File: config.mk
export PLATFORM = sky130hd
export DESIGN_NAME = quadrature_detent_counter
export DESIGN_NICKNAME = d
export VERILOG_FILES = /design/src/sv/qdc_pkg.sv /design/src/sv/quadrature_detent_counter.sv
export SDC_FILE = /design/constraint.sdc
export NUM_CORES = 1
export LEC_CHECK = 0
export BUFFER_PORTS_ARGS = -buffer_cell sky130_fd_sc_hd__buf_2
export CORE_AREA = 8 8 127 129
export CTS_CLUSTER_SIZE = 24
export DETAILED_ROUTE_END_ITERATION = 6
export DIE_AREA = 0 0 135 137
export PLACE_DENSITY = 0.69
export SYNTH_ARGS = -nofsm -noshare
export SYNTH_HDL_FRONTEND = slang
export SYNTH_SLANG_ARGS = --single-unit
File: constraint.sdc
create_clock -name aclk -period 9.59 [get_ports aclk]
set_input_delay 1.918 -clock aclk [delete_from_list [all_inputs] [get_ports aclk]]
set_output_delay 1.918 -clock aclk [all_outputs]
set_load 0.02 [all_outputs]
File: src/sv/qdc_pkg.sv
`timescale 1ns / 1ps
// Package for the quadrature detent counter: field widths, detent patterns,
// action codes and configuration register indexes. No dependencies.
package qdc_pkg;

    localparam int ValueW = 16;
    localparam int StepW  = 2;
    localparam int PinsW  = 2;
    localparam int HistW  = 6;
    localparam int CfgIdxW = 3;
    localparam int InDataW  = 24;
    localparam int OutDataW = 24;

    localparam logic [HistW-1:0] CW_RISE  = 6'b000111;
    localparam logic [HistW-1:0] CW_FALL  = 6'b111000;
    localparam logic [HistW-1:0] CCW_RISE = 6'b001011;
    localparam logic [HistW-1:0] CCW_FALL = 6'b110100;

    typedef enum logic [1:0] {
        ACT_SAMPLE = 2'd0,
        ACT_LOAD   = 2'd1,
        ACT_CLEAR  = 2'd2,
        ACT_NONE   = 2'd3
    } action_t;

    typedef enum logic [CfgIdxW-1:0] {
        CFG_MIN_VALUE        = 3'd0,
        CFG_MAX_VALUE        = 3'd1,
        CFG_COUNT_ON_RISING  = 3'd2,
        CFG_COUNT_ON_FALLING = 3'd3,
        CFG_WRAP_AT_LIMITS   = 3'd4,
        CFG_CLEAR_ON_PRESS   = 3'd5
    } cfg_index_t;

    localparam logic signed [StepW-1:0] STEP_NONE = 2'sb00;
    localparam logic signed [StepW-1:0] STEP_CW   = 2'sb01;
    localparam logic signed [StepW-1:0] STEP_CCW  = 2'sb11;

    typedef struct packed {
        logic signed [StepW-1:0]  last_step;
        logic signed [ValueW-1:0] value;
    } result_t;

endpackage

File: src/sv/quadrature_detent_counter.sv
`timescale 1ns / 1ps
// Throughput: one transaction per cycle while the skid entry is empty; a
// two-entry output stage lets the input keep accepting while one result
// waits on a stalled output.
// Reset (aresetn, synchronous, active low) clears the decoder state and the
// output stage and restores the configuration registers to their defaults.
// Depends on qdc_pkg.
module quadrature_detent_counter
    import qdc_pkg::*;
(
    input  logic                 aclk,
    input  logic                 aresetn,
    input  logic                 s_tvalid,
    output logic                 s_tready,
    // Fields from bit 0: pin_a, pin_b, pressed, new_value[15:0], zero padding.
    input  logic [InDataW-1:0]   s_tdata,
    // Fields from bit 0: action[1:0].
    input  logic [1:0]           s_tuser,
    output logic                 m_tvalid,
    input  logic                 m_tready,
    // Fields from bit 0: value[15:0], last_step[1:0], changed, zero padding.
    output logic [OutDataW-1:0]  m_tdata,
    input  logic                 cfg_wr_en,
    input  logic [CfgIdxW-1:0]   cfg_index,
    input  logic [ValueW-1:0]    cfg_data
);

    logic signed [ValueW-1:0] min_value_reg;
    logic signed [ValueW-1:0] max_value_reg;
    logic                     count_on_rising_reg;
    logic                     count_on_falling_reg;
    logic                     wrap_at_limits_reg;
    logic                     clear_on_press_reg;

    logic [PinsW-1:0]         previous_pins_reg, previous_pins_next;
    logic [HistW-1:0]         pin_history_reg, pin_history_next;
    logic signed [ValueW-1:0] count_value_reg, count_value_next;
    logic signed [StepW-1:0]  held_step_reg, held_step_next;

    result_t out_reg, skid_reg, result;
    logic    out_valid_reg, skid_valid_reg;

    action_t                  action;
    logic [PinsW-1:0]         pins;
    logic                     pressed;
    logic signed [ValueW-1:0] new_value;
    logic                     in_accept;
    logic [HistW-1:0]         hist_shift;
    logic                     match_cw, match_ccw;
    logic signed [ValueW-1:0] base_value;
    logic signed [ValueW:0]   inc_value, dec_value;

    assign action    = action_t'(s_tuser);
    assign pins      = s_tdata[1:0];
    assign pressed   = s_tdata[2];
    assign new_value = s_tdata[ValueW+2:3];
    assign s_tready  = !skid_valid_reg;
    assign in_accept = s_tvalid && s_tready;

    assign hist_shift = {pin_history_reg[HistW-PinsW-1:0], pins};
    assign match_cw   = (count_on_rising_reg && hist_shift == CW_RISE) ||
                        (count_on_falling_reg && hist_shift == CW_FALL);
    assign match_ccw  = (count_on_rising_reg && hist_shift == CCW_RISE) ||
                        (count_on_falling_reg && hist_shift == CCW_FALL);
    assign base_value = (clear_on_press_reg && pressed) ? '0 : count_value_reg;
    assign inc_value  = {base_value[ValueW-1], base_value} + 17'sd1;
    assign dec_value  = {base_value[ValueW-1], base_value} - 17'sd1;

    always_comb begin
        previous_pins_next = previous_pins_reg;
        pin_history_next   = pin_history_reg;
        count_value_next   = count_value_reg;
        held_step_next     = held_step_reg;
        case (action)
            ACT_SAMPLE: begin
                count_value_next = base_value;
                if (pins != previous_pins_reg) begin
                    previous_pins_next = pins;
                    pin_history_next   = hist_shift;
                    held_step_next     = STEP_NONE;
                    if (match_cw) begin
                        held_step_next = STEP_CW;
                        if (inc_value > $signed({max_value_reg[ValueW-1], max_value_reg})) begin
                            count_value_next = wrap_at_limits_reg ? min_value_reg
                                                                  : max_value_reg;
                        end else begin
                            count_value_next = inc_value[ValueW-1:0];
                        end
                    end else if (match_ccw) begin
                        held_step_next = STEP_CCW;
                        if (dec_value < $signed({min_value_reg[ValueW-1], min_value_reg})) begin
                            count_value_next = wrap_at_limits_reg ? max_value_reg
                                                                  : min_value_reg;
                        end else begin
                            count_value_next = dec_value[ValueW-1:0];
                        end
                    end
                end
            end
            ACT_LOAD:  count_value_next = new_value;
            ACT_CLEAR: count_value_next = '0;
            default:   count_value_next = count_value_reg;
        endcase
        result.value     = count_value_next;
        result.last_step = held_step_next;
    end

    always_ff @(posedge aclk) begin
        if (!aresetn) begin
            min_value_reg        <= '0;
            max_value_reg        <= 16'sd127;
            count_on_rising_reg  <= 1'b0;
            count_on_falling_reg <= 1'b1;
            wrap_at_limits_reg   <= 1'b1;
            clear_on_press_reg   <= 1'b0;
        end else if (cfg_wr_en) begin
            case (cfg_index)
                CFG_MIN_VALUE:        min_value_reg        <= cfg_data;
                CFG_MAX_VALUE:        max_value_reg        <= cfg_data;
                CFG_COUNT_ON_RISING:  count_on_rising_reg  <= cfg_data[0];
                CFG_COUNT_ON_FALLING: count_on_falling_reg <= cfg_data[0];
                CFG_WRAP_AT_LIMITS:   wrap_at_limits_reg   <= cfg_data[0];
                CFG_CLEAR_ON_PRESS:   clear_on_press_reg   <= cfg_data[0];
                default: ;
            endcase
        end
    end

    always_ff @(posedge aclk) begin
        if (!aresetn) begin
            previous_pins_reg <= '0;
            pin_history_reg   <= '0;
            count_value_reg   <= '0;
            held_step_reg     <= STEP_NONE;
        end else if (in_accept) begin
            previous_pins_reg <= previous_pins_next;
            pin_history_reg   <= pin_history_next;
            count_value_reg   <= count_value_next;
            held_step_reg     <= held_step_next;
        end
    end

    // The skid entry only fills when the output entry is held by a stalled sink.
    always_ff @(posedge aclk) begin
        if (!aresetn) begin
            out_valid_reg  <= 1'b0;
            skid_valid_reg <= 1'b0;
        end else if (out_valid_reg && m_tready) begin
            if (skid_valid_reg) begin
                out_reg        <= skid_reg;
                skid_valid_reg <= 1'b0;
            end else if (in_accept) begin
                out_reg <= result;
            end else begin
                out_valid_reg <= 1'b0;
            end
        end else if (!out_valid_reg) begin
            if (in_accept) begin
                out_reg       <= result;
                out_valid_reg <= 1'b1;
            end
        end else if (in_accept) begin
            skid_reg       <= result;
            skid_valid_reg <= 1'b1;
        end
    end

    assign m_tvalid = out_valid_reg;
    assign m_tdata  = {5'b0, (out_reg.last_step != STEP_NONE), out_reg.last_step,
                       out_reg.value};

endmodule

Word-level counts from Yosys, hierarchy flattened
Index checks and enable logic that the tools add are counted.

Flip-flop bits (word level): 98. Input port bits: 50. Output and inout bits: 26. Word-level logic and storage cells: 84.

Add/sub/neg operators: 2. Order comparisons: 2. Equality and inequality tests: 15. Muxes and demuxes: 22. Bitwise logic cells: 2. Reduce and logical (&&, ||, !) cells: 25.

Operators by type and width (number): $mux W16 (8); $mux W18 (4); $pmux W16 S3 (1); $reduce_and A2 Y1 (9); $add A16 B2 Y17 const B (1); $gt A17 B16 Y1 (1); $lt A17 B16 Y1 (1); $sub A16 B2 Y17 const B (1); $eq A6 B6 Y1 const B (2); $mux W2 (4); $logic_and A1 B1 Y1 (7); $eq A3 B2 Y1 const B (2); $eq A3 B3 Y1 const B (2); $eq A6 B3 Y1 const B (1); $eq A6 B4 Y1 const B (1); $mux W1 (5); $ne A2 B2 Y1 const B (2); $reduce_and A4 Y1 (1); $eq A3 B1 Y1 const B (1); $logic_not A3 Y1 (1); $reduce_and A3 Y1 (1); $eq A2 B1 Y1 const B (1); $eq A2 B2 Y1 const B (1); $logic_not A2 Y1 (1); 7 further kinds (9).

Logic depth before layout (Yosys ltp)
Word-level depth: 12. Depth in mapped cells: 20. Mapped depth without buffers: 18.

Least setup slack after synthesis
Ideal clock, no wire load.

Kind: input-to-reg. Start: input port s_tdata[2]. End: register out_reg (netlist bit m_tdata[12]), data pin. Library setup time: 0.270 ns. Arrival: 5.785 ns. Data required time: 9.320 ns. Slack: 3.535 ns. Cell stages on the path: 20. Path buffers: 2. Cell sequence: nand2_1 > clkbuf_1 > nand2_1 > inv_1 > ha_1 > and2_1 > nand4_1 > nor4_1 > xnor2_1 > nor2_1 > ha_1 > nand4_1 > or2_2 > o311a_1 > nand3_1 > clkbuf_1 > nand2_1 > a311o_1 > o21ai_0 > a31oi_1.

Cells in the longest elaborated chain, start to end: 12. Elaborated cells between the ends (all ways): 16. Classes of those cells: add/sub: 2; order compare: 2; mux: 11; reduce/logical: 1.

Ends and longest elaborated chain: start: declaration (RTL line quadrature_detent_counter.sv:16) `input logic [InDataW-1:0] s_tdata,`; $logic_and A1 B1 Y1 * (RTL line quadrature_detent_counter.sv:65) `assign base_value = (clear_on_press_reg && pressed) ? '0 : count_value_reg;`; $mux W16 * (RTL line quadrature_detent_counter.sv:65); $sub A16 B2 Y17 (RTL line quadrature_detent_counter.sv:67) `assign dec_value = {base_value[ValueW-1], base_value} - 17'sd1;`; $lt A17 B16 Y1 (RTL line quadrature_detent_counter.sv:91) `if (dec_value < $signed({min_value_reg[ValueW-1], min_value_reg})) begin`; $mux W16 (RTL line quadrature_detent_counter.sv:91); $mux W16 (RTL line quadrature_detent_counter.sv:89) `end else if (match_ccw) begin`; $mux W16 (RTL line quadrature_detent_counter.sv:81) `if (match_cw) begin`; $mux W16 * (RTL line quadrature_detent_counter.sv:77) `if (pins != previous_pins_reg) begin`; $pmux W16 S3 * (RTL line quadrature_detent_counter.sv:74) `case (action)`; $mux W18 * (RTL line quadrature_detent_counter.sv:152, quadrature_detent_counter.sv:158); $mux W18, on equally long branches (RTL line quadrature_detent_counter.sv:157, quadrature_detent_counter.sv:149); $mux W18 * (RTL line quadrature_detent_counter.sv:148) `end else if (out_valid_reg && m_tready) begin`; end signal: assignment (RTL line quadrature_detent_counter.sv:150) `out_reg <= skid_reg;`; end signal: assignment (RTL line quadrature_detent_counter.sv:153) `out_reg <= result;`; end signal: assignment (RTL line quadrature_detent_counter.sv:159) `out_reg <= result;`; end: declaration (RTL line quadrature_detent_counter.sv:40) `result_t out_reg, skid_reg, result;`.

Every way passes the cells marked *; elsewhere a longest branch is shown, timed or not. The select of a mux whose other input is x is not followed. A chain may end at the register's enable or synchronous reset.

Final worst setup path
Start: input port s_tdata[2]. End: register out_reg (netlist bit m_tdata[11]), data pin.

The elaborated chain is that of the path after synthesis.

==> run summary <==
Slowest cell on crit path = sky130_fd_sc_hd__a211oi_1
Clk Tree Root Cell = sky130_fd_sc_hd__clkbuf_16
Reported max-cap violation count = 0
Die height = 137 µm
Routed Wire Length = 19.3 mm
Critical path type = primary input to flip-flop
Result of the run = finished clean
Clock latency on the worst-skew pair = 360 ps
Final hold vios = 0
Die footprint = 18500 µm²
Share of async-settable or async-resettable flops after synthesis = 0
Share of the synthesized area in the top cell type = 0.175
Type of origin of the critical path = primary input
Proportion of layout cells with a drive suffix above 1 = 0.141
Summed negative setup slack over all endpoints = 0 ps
RSZ-0062 raised after global routing = false
Normalized max-slew margin = 0.157
Residual DRC count = 0
Final setup violation count = 0
Pwr dens = 149 nW/µm²
Core footprint = 14200 µm²
Number of levels the H-tree was split into = 3
Leading cell types in the layout, fill and taps excluded = sky130_fd_sc_hd__nand2_1, sky130_fd_sc_hd__buf_2, sky130_fd_sc_hd__dfxtp_1
Ordered cell list for the critical path = buf_2, nand2_1, buf_4, nand2_1, inv_1, ha_1, and2_1, nand4_1, nor4_1, xnor2_1, nor2_1, ha_1, nand4_1, or2_2, o311a_1, nand3_1, nand3_1, a211oi_1, o311ai_1, o221a_2
Die W = 135 µm
Ratio of final minimum period to clock period = 0.722
Remaining antenna violation count = 0
Wire length of the first global-routing pass = 30.8 mm
Warning count from the yosys run = 0
Static power due to leakage = 0.00301 µW
Iteration-0 DRC Markers = 644
Final instance area = 7500 µm²
Combined buffer and inverter count along the critical path = 3
Buffers from clock root to sink, at most = 2
Clock buffers created by TritonCTS = 9
Post-route clock skew = 7.72 ps
Post-synthesis register bit count = 96
Max-slew violation count = 0
Count of clock tree sinks = 96
1st-pass router iterations = 5
Required time worst endpoint = 9690 ps
Maximum clock frequency = 0.145 GHz
Antenna violations before repair = 0
Main flop type after synthesis = sky130_fd_sc_hd__dfxtp_1
Placer Congestion = 0.952
Cell area after synthesis = 6870 µm²
Synth area leader = sky130_fd_sc_hd__dfxtp_1
# placed instances = 1027
Number of global-route vias before repair = 5669
Quantity of gates resized following cts = 0
Number of buffers inserted by hold repair at cts = 0
Ranking of synthesized cells by area = sky130_fd_sc_hd__dfxtp_1, sky130_fd_sc_hd__edfxtp_1, sky130_fd_sc_hd__nand2_1
Number of distinct library cells after synthesis = 68
Starting Density = 0.484
Average wire per cell in the routed design = 18.5 µm
Site Rows = 44
Final Critical Period = 6920 ps
Relative area change from synthesis to final layout = 9.12%
Data arrival time of the worst path = 7020 ps
Most frequent standard cell in the layout excluding fill and tap cells = sky130_fd_sc_hd__nand2_1
Global routing usage summed across all routing layers = 0.209
Port bufs = 65
Largest fanout on the critical path = 28
Number of post-CTS setup repair buffers = 0
Maximum number of pins on one net before global-route repair = 63
Antenna diodes = 0
VDD IR-drop max = 0.0804 mV
Syn Inst Count = 834
Kind of capture point of the worst setup path = flip-flop
Avg Vias per Cell = 6.07
Worst-Margin Slew = 1270 ps
Total congestion overflow after global routing = 0
Final instance count without filler cells = 1043
Worst min-delay path category = flip-flop to flip-flop
Fin util = 0.528
Synthesized area divided by synthesized cell count = 8.24 µm²
Delay contributed by the slowest stage of the critical path = 620 ps
Min Hold Slack = 478 ps
Detailed placement HPWL = 14.5 mm
Number of synthesized flops with an enable pin = 36
Clock-pin slew on the worst setup and hold paths = 60 ps
Delay-heaviest family, CP = simple AND/OR/NAND/NOR gates
Share of the yosys chip area belonging to registers = 0.332
Nets = 939
Total I/O pin count = 76
Number of vias in the routed layout = 6329
TritonCTS clock tree = done
Placement-stage cell area = 7210 µm²
[cell usage after synthesis, types with 5 or more instances]
cell                        instances
sky130_fd_sc_hd__or2_2              5
sky130_fd_sc_hd__a211oi_1          17
sky130_fd_sc_hd__a21boi_0          33
sky130_fd_sc_hd__xnor2_1            8
sky130_fd_sc_hd__mux2i_1           24
sky130_fd_sc_hd__o221a_2            9
sky130_fd_sc_hd__inv_1             45
sky130_fd_sc_hd__nor3_1             6
sky130_fd_sc_hd__clkbuf_1          52
sky130_fd_sc_hd__edfxtp_1          36
sky130_fd_sc_hd__or3_1             13
sky130_fd_sc_hd__o211ai_1          16
sky130_fd_sc_hd__nor2b_1           11
sky130_fd_sc_hd__nor2_1            43
sky130_fd_sc_hd__o22ai_1           12
sky130_fd_sc_hd__nor4_1             5
sky130_fd_sc_hd__buf_4              5
sky130_fd_sc_hd__nand2_1          123
sky130_fd_sc_hd__ha_1              35
sky130_fd_sc_hd__nand4_1           18
sky130_fd_sc_hd__a21oi_1           37
sky130_fd_sc_hd__o21ai_0           49
sky130_fd_sc_hd__o2111ai_1          6
sky130_fd_sc_hd__xor2_1             9
sky130_fd_sc_hd__mux2_2            12
sky130_fd_sc_hd__a31oi_1            9
sky130_fd_sc_hd__and2_1            11
sky130_fd_sc_hd__o31ai_1           15
sky130_fd_sc_hd__o211a_1           12
sky130_fd_sc_hd__dfxtp_1           60
sky130_fd_sc_hd__buf_2              5
sky130_fd_sc_hd__nand3_1           21
sky130_fd_sc_hd__nand2b_1           5
[final timing paths]
check / startpoint / to / slack, ps / cells after the start
worst min register to register: min_value_reg[7] / min_value_reg[7] / 480 / 2
worst max register to register: clear_on_press_reg / m_tdata[11] / 3960 / 19
worst max-delay path: s_tdata[2] / m_tdata[11] / 2670 / 20
worst min-delay path: min_value_reg[7] / min_value_reg[7] / 480 / 2
[cell families after synthesis]
family                   share of synthesized area
AND/OR/NAND/NOR                              0.191
AO/OA/AOI/OAI                                0.270
buffers and inverters                       0.0664
flip-flops                                   0.332
multiplexers                                0.0546
adder cells (fa/ha/maj)                     0.0637
XOR/XNOR                                    0.0217
other                                     0.000546
[power by group]
group,switching [µW],internal (µW)
Clock,159,204
Combinational,182,107
Sequential,22.6,445
[worst min-delay path, stage by stage, from the launching register on]
cell                       delay [ps]
sky130_fd_sc_hd__dfxtp_1          310
sky130_fd_sc_hd__nand2_1           50
sky130_fd_sc_hd__a21boi_0          60
[metrics by stage]
stage          total power, µW  setup slack, ps
2_1_floorplan              685             3530
3_3_place_gp               756             2450
3_5_place_dp               760             2440
4_1_cts                   1120             2790
5_1_grt                   1180             2250
6_report                  1120             2670
[metal layers]
layer	vias to the layer above	track usage	wire, µm
met2	265	0.301	8130
met1	2924	0.303	9200
met5	-	0	0
li1	3114	-	-
met3	26	0.0477	1630
met4	0	0.0592	321
[area by class of cell]
class,instances,area [µm²]
Sequential cell,96,2280
Multi-Input combinational cell,631,4150
Timing Repair Buffer,71,370
Clock inverter,6,66.3
Inverter,45,169
Tap cell,184,230
Fill cell,1358,6700
Clock buffer,10,229
Power figures use the tool's default switching activity.
